$ cat src/sv/md5sh_pkg.sv
// md5sh_pkg: shared types, constants and round tables for the md5 stream hasher
// used by md5sh_core and md5_stream_hasher; no dependencies
package md5sh_pkg;

	localparam logic [31:0] IV_A = 32'h67452301;
	localparam logic [31:0] IV_B = 32'hefcdab89;
	localparam logic [31:0] IV_C = 32'h98badcfe;
	localparam logic [31:0] IV_D = 32'h10325476;
	localparam logic [7:0]  PAD_BYTE = 8'h80;

	typedef enum logic [2:0] {
		ST_IDLE,
		ST_PAD,
		ST_CPRE,
		ST_COMP,
		ST_CADD,
		ST_EMIT
	} state_t;

	typedef struct packed {
		logic       load;
		logic       round;
		logic       finish;
		logic       reinit;
		logic [5:0] rnd;
	} core_ctrl_t;

	function automatic logic [3:0] md5_g(input logic [5:0] i);
		logic [3:0] x;
		logic [3:0] g;
		x = i[3:0];
		case (i[5:4])
			2'd0: g = x;
			2'd1: g = 4'((x << 2) + x + 4'd1);
			2'd2: g = 4'((x << 1) + x + 4'd5);
			2'd3: g = 4'((x << 3) - x);
			default: g = x;
		endcase
		return g;
	endfunction

	function automatic logic [4:0] md5_s(input logic [5:0] i);
		logic [4:0] s;
		case ({i[5:4], i[1:0]})
			4'd0:  s = 5'd7;
			4'd1:  s = 5'd12;
			4'd2:  s = 5'd17;
			4'd3:  s = 5'd22;
			4'd4:  s = 5'd5;
			4'd5:  s = 5'd9;
			4'd6:  s = 5'd14;
			4'd7:  s = 5'd20;
			4'd8:  s = 5'd4;
			4'd9:  s = 5'd11;
			4'd10: s = 5'd16;
			4'd11: s = 5'd23;
			4'd12: s = 5'd6;
			4'd13: s = 5'd10;
			4'd14: s = 5'd15;
			4'd15: s = 5'd21;
			default: s = 5'd7;
		endcase
		return s;
	endfunction

	function automatic logic [31:0] md5_k(input logic [5:0] i);
		logic [31:0] k;
		case (i)
			6'd0:  k = 32'hd76aa478;
			6'd1:  k = 32'he8c7b756;
			6'd2:  k = 32'h242070db;
			6'd3:  k = 32'hc1bdceee;
			6'd4:  k = 32'hf57c0faf;
			6'd5:  k = 32'h4787c62a;
			6'd6:  k = 32'ha8304613;
			6'd7:  k = 32'hfd469501;
			6'd8:  k = 32'h698098d8;
			6'd9:  k = 32'h8b44f7af;
			6'd10: k = 32'hffff5bb1;
			6'd11: k = 32'h895cd7be;
			6'd12: k = 32'h6b901122;
			6'd13: k = 32'hfd987193;
			6'd14: k = 32'ha679438e;
			6'd15: k = 32'h49b40821;
			6'd16: k = 32'hf61e2562;
			6'd17: k = 32'hc040b340;
			6'd18: k = 32'h265e5a51;
			6'd19: k = 32'he9b6c7aa;
			6'd20: k = 32'hd62f105d;
			6'd21: k = 32'h02441453;
			6'd22: k = 32'hd8a1e681;
			6'd23: k = 32'he7d3fbc8;
			6'd24: k = 32'h21e1cde6;
			6'd25: k = 32'hc33707d6;
			6'd26: k = 32'hf4d50d87;
			6'd27: k = 32'h455a14ed;
			6'd28: k = 32'ha9e3e905;
			6'd29: k = 32'hfcefa3f8;
			6'd30: k = 32'h676f02d9;
			6'd31: k = 32'h8d2a4c8a;
			6'd32: k = 32'hfffa3942;
			6'd33: k = 32'h8771f681;
			6'd34: k = 32'h6d9d6122;
			6'd35: k = 32'hfde5380c;
			6'd36: k = 32'ha4beea44;
			6'd37: k = 32'h4bdecfa9;
			6'd38: k = 32'hf6bb4b60;
			6'd39: k = 32'hbebfbc70;
			6'd40: k = 32'h289b7ec6;
			6'd41: k = 32'heaa127fa;
			6'd42: k = 32'hd4ef3085;
			6'd43: k = 32'h04881d05;
			6'd44: k = 32'hd9d4d039;
			6'd45: k = 32'he6db99e5;
			6'd46: k = 32'h1fa27cf8;
			6'd47: k = 32'hc4ac5665;
			6'd48: k = 32'hf4292244;
			6'd49: k = 32'h432aff97;
			6'd50: k = 32'hab9423a7;
			6'd51: k = 32'hfc93a039;
			6'd52: k = 32'h655b59c3;
			6'd53: k = 32'h8f0ccc92;
			6'd54: k = 32'hffeff47d;
			6'd55: k = 32'h85845dd1;
			6'd56: k = 32'h6fa87e4f;
			6'd57: k = 32'hfe2ce6e0;
			6'd58: k = 32'ha3014314;
			6'd59: k = 32'h4e0811a1;
			6'd60: k = 32'hf7537e82;
			6'd61: k = 32'hbd3af235;
			6'd62: k = 32'h2ad7d2bb;
			6'd63: k = 32'heb86d391;
			default: k = 32'hd76aa478;
		endcase
		return k;
	endfunction

endpackage

$ cat src/sv/md5sh_block_ram.sv
// md5sh_block_ram: 16 x 32 message block memory, one write and one read port
// registered read data; no dependencies
module md5sh_block_ram (
	input  logic        clk,
	input  logic        we,
	input  logic [3:0]  waddr,
	input  logic [31:0] wdata,
	input  logic [3:0]  raddr,
	output logic [31:0] rdata
);

	logic [31:0] mem [16];
	logic [31:0] rdata_q;

	always_ff @(posedge clk) begin
		if (we) begin
			mem[waddr] <= wdata;
		end
	end

	always_ff @(posedge clk) begin
		rdata_q <= mem[raddr];
	end

	assign rdata = rdata_q;

endmodule

$ cat src/sv/md5sh_core.sv
// md5sh_core: chaining words and one md5 round per cycle while ctrl.round is set, on working registers
// depends on md5sh_pkg
module md5sh_core (
	input  logic                clk,
	input  logic                arst_n,
	input  md5sh_pkg::core_ctrl_t ctrl,
	input  logic [31:0]         msg_word,
	input  logic [1:0]          out_idx,
	output logic [31:0]         digest
);

	import md5sh_pkg::*;

	logic [31:0] chain_q [4];
	logic [31:0] a_q, b_q, c_q, d_q;
	logic [31:0] f;
	logic [31:0] sum;
	logic [63:0] rot_full;

	always_comb begin
		case (ctrl.rnd[5:4])
			2'd0: f = d_q ^ (b_q & (c_q ^ d_q));
			2'd1: f = c_q ^ (d_q & (b_q ^ c_q));
			2'd2: f = b_q ^ c_q ^ d_q;
			2'd3: f = c_q ^ (b_q | ~d_q);
			default: f = b_q ^ c_q ^ d_q;
		endcase
		sum = a_q + f + msg_word + md5_k(ctrl.rnd);
		rot_full = {sum, sum} << md5_s(ctrl.rnd);
	end

	always_ff @(posedge clk or negedge arst_n) begin
		if (!arst_n) begin
			chain_q[0] <= IV_A;
			chain_q[1] <= IV_B;
			chain_q[2] <= IV_C;
			chain_q[3] <= IV_D;
		end else if (ctrl.reinit) begin
			chain_q[0] <= IV_A;
			chain_q[1] <= IV_B;
			chain_q[2] <= IV_C;
			chain_q[3] <= IV_D;
		end else if (ctrl.finish) begin
			chain_q[0] <= chain_q[0] + a_q;
			chain_q[1] <= chain_q[1] + b_q;
			chain_q[2] <= chain_q[2] + c_q;
			chain_q[3] <= chain_q[3] + d_q;
		end
	end

	always_ff @(posedge clk) begin
		if (ctrl.load) begin
			a_q <= chain_q[0];
			b_q <= chain_q[1];
			c_q <= chain_q[2];
			d_q <= chain_q[3];
		end else if (ctrl.round) begin
			a_q <= d_q;
			d_q <= c_q;
			c_q <= b_q;
			b_q <= b_q + rot_full[63:32];
		end
	end

	assign digest = chain_q[out_idx];

endmodule

$ cat src/sv/md5_stream_hasher.sv
// md5_stream_hasher: top level, byte packing, padding and sequencing of the md5 hasher
// depends on md5sh_pkg, md5sh_block_ram and md5sh_core
//
// One message byte is taken per item and packed little-endian into a 16-word block
// memory. While a block is compressed the input is stalled: a read setup state, the 64
// rounds (one round per cycle, fed by the block memory read port) and a state to fold
// into the chaining words. Ending a message writes the padding one word per cycle (up
// to the 16 words of a block, a second pass when the length needs an extra block), runs
// the final compression(s), then presents the four digest words, word_index 0 first,
// final_word set on the last. After the last word is taken the hasher reloads its
// initial values and accepts the next message.
module md5_stream_hasher (
	input  logic        clk,
	input  logic        arst_n,
	input  logic        in_valid,
	output logic        in_stall,
	input  logic [7:0]  data_byte,
	input  logic        byte_present,
	input  logic        end_of_message,
	output logic        out_valid,
	input  logic        out_stall,
	output logic [31:0] digest_word,
	output logic [1:0]  word_index,
	output logic        final_word
);

	import md5sh_pkg::*;

	state_t      state_q, state_d;
	logic [60:0] count_q;
	logic [31:0] cur_word_q;
	logic        eom_q;
	logic        final_q;
	logic        len_blk_q;
	logic        pad_first_q;
	logic [3:0]  pad_ptr_q;
	logic [5:0]  rnd_q;
	logic [1:0]  out_idx_q;

	logic        in_acc;
	logic        out_acc;
	logic [31:0] byte_word;
	logic [31:0] first_word;
	logic [3:0]  pad_ptr;
	logic        pad_len;
	logic [63:0] bit_len;
	logic        we;
	logic [3:0]  waddr;
	logic [31:0] wdata;
	logic [3:0]  raddr;
	logic [31:0] rdata;
	core_ctrl_t  ctrl;

	assign in_stall = (state_q != ST_IDLE);
	assign out_valid = (state_q == ST_EMIT);
	assign in_acc = in_valid && !in_stall;
	assign out_acc = out_valid && !out_stall;
	assign bit_len = {count_q, 3'b000};
	assign pad_ptr = pad_first_q ? count_q[5:2] : pad_ptr_q;
	assign pad_len = pad_first_q ? (count_q[5:3] != 3'b111) : len_blk_q;

	always_comb begin
		byte_word = cur_word_q;
		byte_word[count_q[1:0]*8 +: 8] = data_byte;
		for (int k = 0; k < 4; k++) begin
			if (k < int'(count_q[1:0])) begin
				first_word[k*8 +: 8] = cur_word_q[k*8 +: 8];
			end else if (k == int'(count_q[1:0])) begin
				first_word[k*8 +: 8] = PAD_BYTE;
			end else begin
				first_word[k*8 +: 8] = 8'h00;
			end
		end
	end

	always_comb begin
		state_d = state_q;
		we = 1'b0;
		waddr = count_q[5:2];
		wdata = byte_word;
		raddr = md5_g(6'(rnd_q + 6'd1));
		ctrl = '0;
		ctrl.rnd = rnd_q;
		case (state_q)
			ST_IDLE: begin
				if (in_acc && byte_present) begin
					we = (count_q[1:0] == 2'd3);
					if (count_q[5:0] == 6'd63) begin
						state_d = ST_CPRE;
					end else if (end_of_message) begin
						state_d = ST_PAD;
					end
				end else if (in_acc && end_of_message) begin
					state_d = ST_PAD;
				end
			end
			ST_PAD: begin
				we = 1'b1;
				waddr = pad_ptr;
				if (pad_first_q) begin
					wdata = first_word;
				end else if (pad_len && pad_ptr == 4'd14) begin
					wdata = bit_len[31:0];
				end else if (pad_len && pad_ptr == 4'd15) begin
					wdata = bit_len[63:32];
				end else begin
					wdata = '0;
				end
				if (pad_ptr == 4'd15) begin
					state_d = ST_CPRE;
				end
			end
			ST_CPRE: begin
				raddr = md5_g(6'd0);
				ctrl.load = 1'b1;
				state_d = ST_COMP;
			end
			ST_COMP: begin
				ctrl.round = 1'b1;
				if (rnd_q == 6'd63) begin
					state_d = ST_CADD;
				end
			end
			ST_CADD: begin
				ctrl.finish = 1'b1;
				if (final_q) begin
					state_d = ST_EMIT;
				end else if (eom_q) begin
					state_d = ST_PAD;
				end else begin
					state_d = ST_IDLE;
				end
			end
			ST_EMIT: begin
				if (out_acc && out_idx_q == 2'd3) begin
					ctrl.reinit = 1'b1;
					state_d = ST_IDLE;
				end
			end
			default: state_d = ST_IDLE;
		endcase
	end

	always_ff @(posedge clk or negedge arst_n) begin
		if (!arst_n) begin
			state_q <= ST_IDLE;
		end else begin
			state_q <= state_d;
		end
	end

	always_ff @(posedge clk or negedge arst_n) begin
		if (!arst_n) begin
			count_q <= '0;
			eom_q <= 1'b0;
			final_q <= 1'b0;
			len_blk_q <= 1'b0;
			pad_first_q <= 1'b0;
			pad_ptr_q <= '0;
			rnd_q <= '0;
			out_idx_q <= '0;
		end else begin
			case (state_q)
				ST_IDLE: begin
					if (in_acc) begin
						if (byte_present) begin
							count_q <= count_q + 61'd1;
						end
						eom_q <= end_of_message;
						pad_first_q <= 1'b1;
						final_q <= 1'b0;
					end
				end
				ST_PAD: begin
					pad_first_q <= 1'b0;
					// the block after a pass without the length carries it
					len_blk_q <= pad_len || (pad_ptr == 4'd15);
					pad_ptr_q <= pad_ptr + 4'd1;
					final_q <= pad_len;
				end
				ST_CPRE: begin
					rnd_q <= '0;
				end
				ST_COMP: begin
					rnd_q <= rnd_q + 6'd1;
				end
				ST_CADD: begin
					out_idx_q <= '0;
				end
				ST_EMIT: begin
					if (out_acc) begin
						out_idx_q <= out_idx_q + 2'd1;
						if (out_idx_q == 2'd3) begin
							count_q <= '0;
							eom_q <= 1'b0;
							final_q <= 1'b0;
						end
					end
				end
				default: begin
					rnd_q <= '0;
				end
			endcase
		end
	end

	always_ff @(posedge clk) begin
		if (in_acc && byte_present) begin
			cur_word_q <= byte_word;
		end
	end

	md5sh_block_ram u_ram (
		.clk   (clk),
		.we    (we),
		.waddr (waddr),
		.wdata (wdata),
		.raddr (raddr),
		.rdata (rdata)
	);

	md5sh_core u_core (
		.clk      (clk),
		.arst_n   (arst_n),
		.ctrl     (ctrl),
		.msg_word (rdata),
		.out_idx  (out_idx_q),
		.digest   (digest_word)
	);

	assign word_index = out_idx_q;
	assign final_word = (out_idx_q == 2'd3);

endmodule

$ cat config.mk
export PLATFORM = sky130hd
export DESIGN_NAME = md5_stream_hasher
export DESIGN_NICKNAME = d
export VERILOG_FILES = /design/src/sv/md5sh_pkg.sv /design/src/sv/md5sh_block_ram.sv /design/src/sv/md5sh_core.sv /design/src/sv/md5_stream_hasher.sv
export SDC_FILE = /design/constraint.sdc
export NUM_CORES = 2
export LEC_CHECK = 0
export BUFFER_PORTS_ARGS = -buffer_cell sky130_fd_sc_hd__buf_4
export CORE_MARGIN = 5
export CORE_UTILIZATION = 51
export CTS_BUF_LIST = sky130_fd_sc_hd__clkbuf_8
export CTS_CLUSTER_DIAMETER = 80
export CTS_CLUSTER_SIZE = 20
export DETAILED_ROUTE_END_ITERATION = 12
export PLACE_DENSITY_LB_ADDON = 0.12
export SETUP_SLACK_MARGIN = 0.05
export SLEW_MARGIN = 20
export SYNTH_ARGS = -nofsm -noshare
export SYNTH_HDL_FRONTEND = slang
export SYNTH_SLANG_ARGS = --single-unit
$ cat constraint.sdc
create_clock -name clk -period 10.65 [get_ports clk]
set_clock_uncertainty 0.1 [all_clocks]
set_input_delay 2.13 -clock clk [delete_from_list [all_inputs] [get_ports clk]]
set_output_delay 2.13 -clock clk [all_outputs]
set_load 0.005 [all_outputs]
==> results.md <==
- Startpoint Class: flop
- Number of global-route vias before repair: 42006
- Drt first pass iters: 6
- Syn_nets: 6045
- Synth cell types: 113
- Clock transition at path regs: 130 ps
- Worst hold slack: 412 ps
- Placed cells: 7046
- Synth Flop Type: edfxtp_1
- Synth warn: 0
- Setup TNS: 0 ps
- Synth area leaders: edfxtp_1 36%, dfrtp_1 6.4%, nand2_1 6.1%, ha_1 5.0%, a21oi_1 3.8%
- Total power: 5.62 mW
- Max IR drop VDD: 0.000128 V
- CP arrival: 10410 ps
- CTS tree: yes
- Finished Layout Cells: 7156
- Post-Place Setup Slack: 475 ps
- Most frequent cell after synthesis: nand2_1
- Root buf cell: clkbuf_8
- Fin. max-slew vios: 0
- Top Ports: 51
- Final core occ: 0.545
- Final period util: 0.936
- DIE HEIGHT: 342 um
- Vias/cell: 6.18
- Post-DP HPWL: 122000 um
- Minimum clock period: 9960 ps
- Final WS setup: 686 ps
- Slew @ Worst Pin: 1180 ps
- Layout cells sized above 1: 0.0902
- Final Hold Fails: 0
- Post CTS Setup Buffer Count: 0
- Syn Area/Cell: 9.78 um2
- Worst Setup Path Type: flop to flop
- Final wirelength: 178000 um
- Nets: 5934
- 1st-iter DRT viols: 4331
- Final GP Congestion: 0.973
- Antenna Nets Post-Route: 0
- Peak Freq: 100 MHz
- Most common library cells after synthesis: 906 x nand2_1, 672 x edfxtp_1, 426 x a21oi_1
- Die area: 117000 um2
- Async SR Flop Fraction: 0.228
- Placeable Area: 109000 um2
- Sequential-to-total area share from yosys stat: 0.465
- CTS Buffer Depth: 3
- Crit path capture type: flop
- Power per Cell Area: 94.5 nW/um2
- First-pass GRT wire length: 267000 um
- Crit-path max FO: 16
- Worst R2R Start: rnd_q[1]
- CTS Sinks: 912
- Fill count: 9863
- Starting Density: 0.514
- Slowest stage delay, CP: 530 ps
- Mapped Cells: 5740
- Synth top area share: 0.359
- Total CTS buffers: 57
- Crit path from: rnd_q[1]
- Worst hold path type: flop to flop
- Antenna violations before repair: 2
- Total gr overflow: 0
- Cts hold-fix bufs: 0
- Unrepaired setup endpoints after global routing: no
- Total of max-cap violations: 0
- Post-route cell area: 59500 um2
- Hold Path Origin: pad_ptr_q[0]
- Status: complete, no violations
- Worst path slowest cell: fa_1
- H-Tree Depth: 2
- Clk_lat worst skew: 840 ps
- Yosys reg bits: 912
- P_leak: 22.3 nW
- Max-Slew Margin vs Limit: 0.216
- Vias: 44210
- Mapped Area: 56100 um2
- Routed len/inst: 24.8 um
- DIE WIDTH: 342 um
- Largest net degree at the start of global routing: 179
- Placed inst area: 58300 um2
- Residual DRC count: 0
- Site Rows: 121
- GRT Total Usage: 0.297
- Port Buffers: 50
- EDFF count, synth: 672
- Final setup vio count: 0
- Leading area contributor after synthesis: edfxtp_1
- Worst Path Required: 11100 ps
- Most used cell, CP: a21oi_1
- Syn-to-layout area delta: 5.95%
-- critical path, delay by kind of cell (launching register included) --
kind            cells  cell delay (ps)
compound gates     21             5300
fa+ha+maj           6             2400
buf+inv             4              450
flops               1              410
mux                 2              380
simple gates        2              370
xor+xnor            2              310
-- metal layers --
metal	vias up	global-route usage	routed length [um]
li1	20675	-	-
met1	21862	0.405	75600
met2	1417	0.495	84600
met3	256	0.0399	10900
met4	0	0.0939	6510
met5	-	0	0
-- power breakdown --
group | switching, mW | total, mW | internal, mW
registers | 0.00136 | 3.78 | 3.78
logic | 0.0450 | 0.0608 | 0.0158
clock network | 1.20 | 1.78 | 0.572
total | 1.25 | 5.62 | 4.37
-- sequential cells by signal, summed over array words and instances, names as in the netlist, 4 cells and up --
register,count
count_q,61
cur_word_q,32
pad_ptr_q,4
rnd_q,6
u_core.a_q,32
u_core.b_q,32
u_core.c_q,32
u_core.chain_q,128
u_core.d_q,32
u_ram.mem,512
u_ram.rdata,32
-- final timing paths --
check	to	slack (ps)	depth (start not counted)
max	u_core.b_q[30]	690	37
min	pad_ptr_q[0]	410	2
max reg2reg	u_core.b_q[30]	690	37
min reg2reg	pad_ptr_q[0]	410	2
max in group asynchronous	u_core.chain_q[127]	7820	2
min in group asynchronous	count_q[39]	1180	1
-- final cells by class --
cell class	instances	area [um2]	area share
diodes	2	5.00	0.0000841
flip-flops and latches	912	26100	0.439
well taps	1476	1850	0.0311
repair buffers	162	1310	0.0220
multi-input cells	4231	28100	0.472
clock inverters	46	289	0.00486
clock buffers	62	853	0.0143
inverters	265	1000	0.0168
-- timing repair --
| action | in CTS | in global routing |
|---|---|---|
| endpoints found under the setup margin | 0 | 7 |
| hold endpoints to repair | 0 | 0 |
| gates resized for setup | 0 | 8 |
-- cells by family (layout without fill, tap and decap cells) --
logic type | after synthesis | count (layout) | share of synthesized area
and+or+nand+nor | 1871 | 1871 | 0.150
AOI/OAI and AO/OA | 1643 | 1643 | 0.188
DFF | 912 | 912 | 0.465
buffers and inverters | 597 | 535 | 0.0411
adders and majority gates | 293 | 293 | 0.0742
xor gates and xnor gates | 271 | 271 | 0.0424
muxes | 153 | 153 | 0.0393
other | 0 | 2 | 0
-- placed cells by master, fill, tap and decap left out, types with 24 or more instances in the layout --
cell type,count
dfrtp_1,139
or3_1,30
a22oi_1,53
a211oi_1,207
nor2b_1,59
fa_1,67
clkbuf_8,62
and2_1,126
nand2b_1,47
and3_1,37
nor3_1,97
mux2_2,36
o21a_1,33
mux2i_1,64
mux4_2,50
dfxtp_1,32
a21o_1,72
o211ai_1,30
buf_4,154
a31oi_1,127
xor2_1,110
a21oi_1,426
a311oi_1,81
o22ai_1,24
edfxtp_1,672
nand3_1,113
dfstp_2,64
xnor2_1,158
o21bai_1,31
o21ai_0,352
nand2_1,903
ha_1,220
inv_1,291
nor2_1,328
Power figures use the tool's default switching activity.
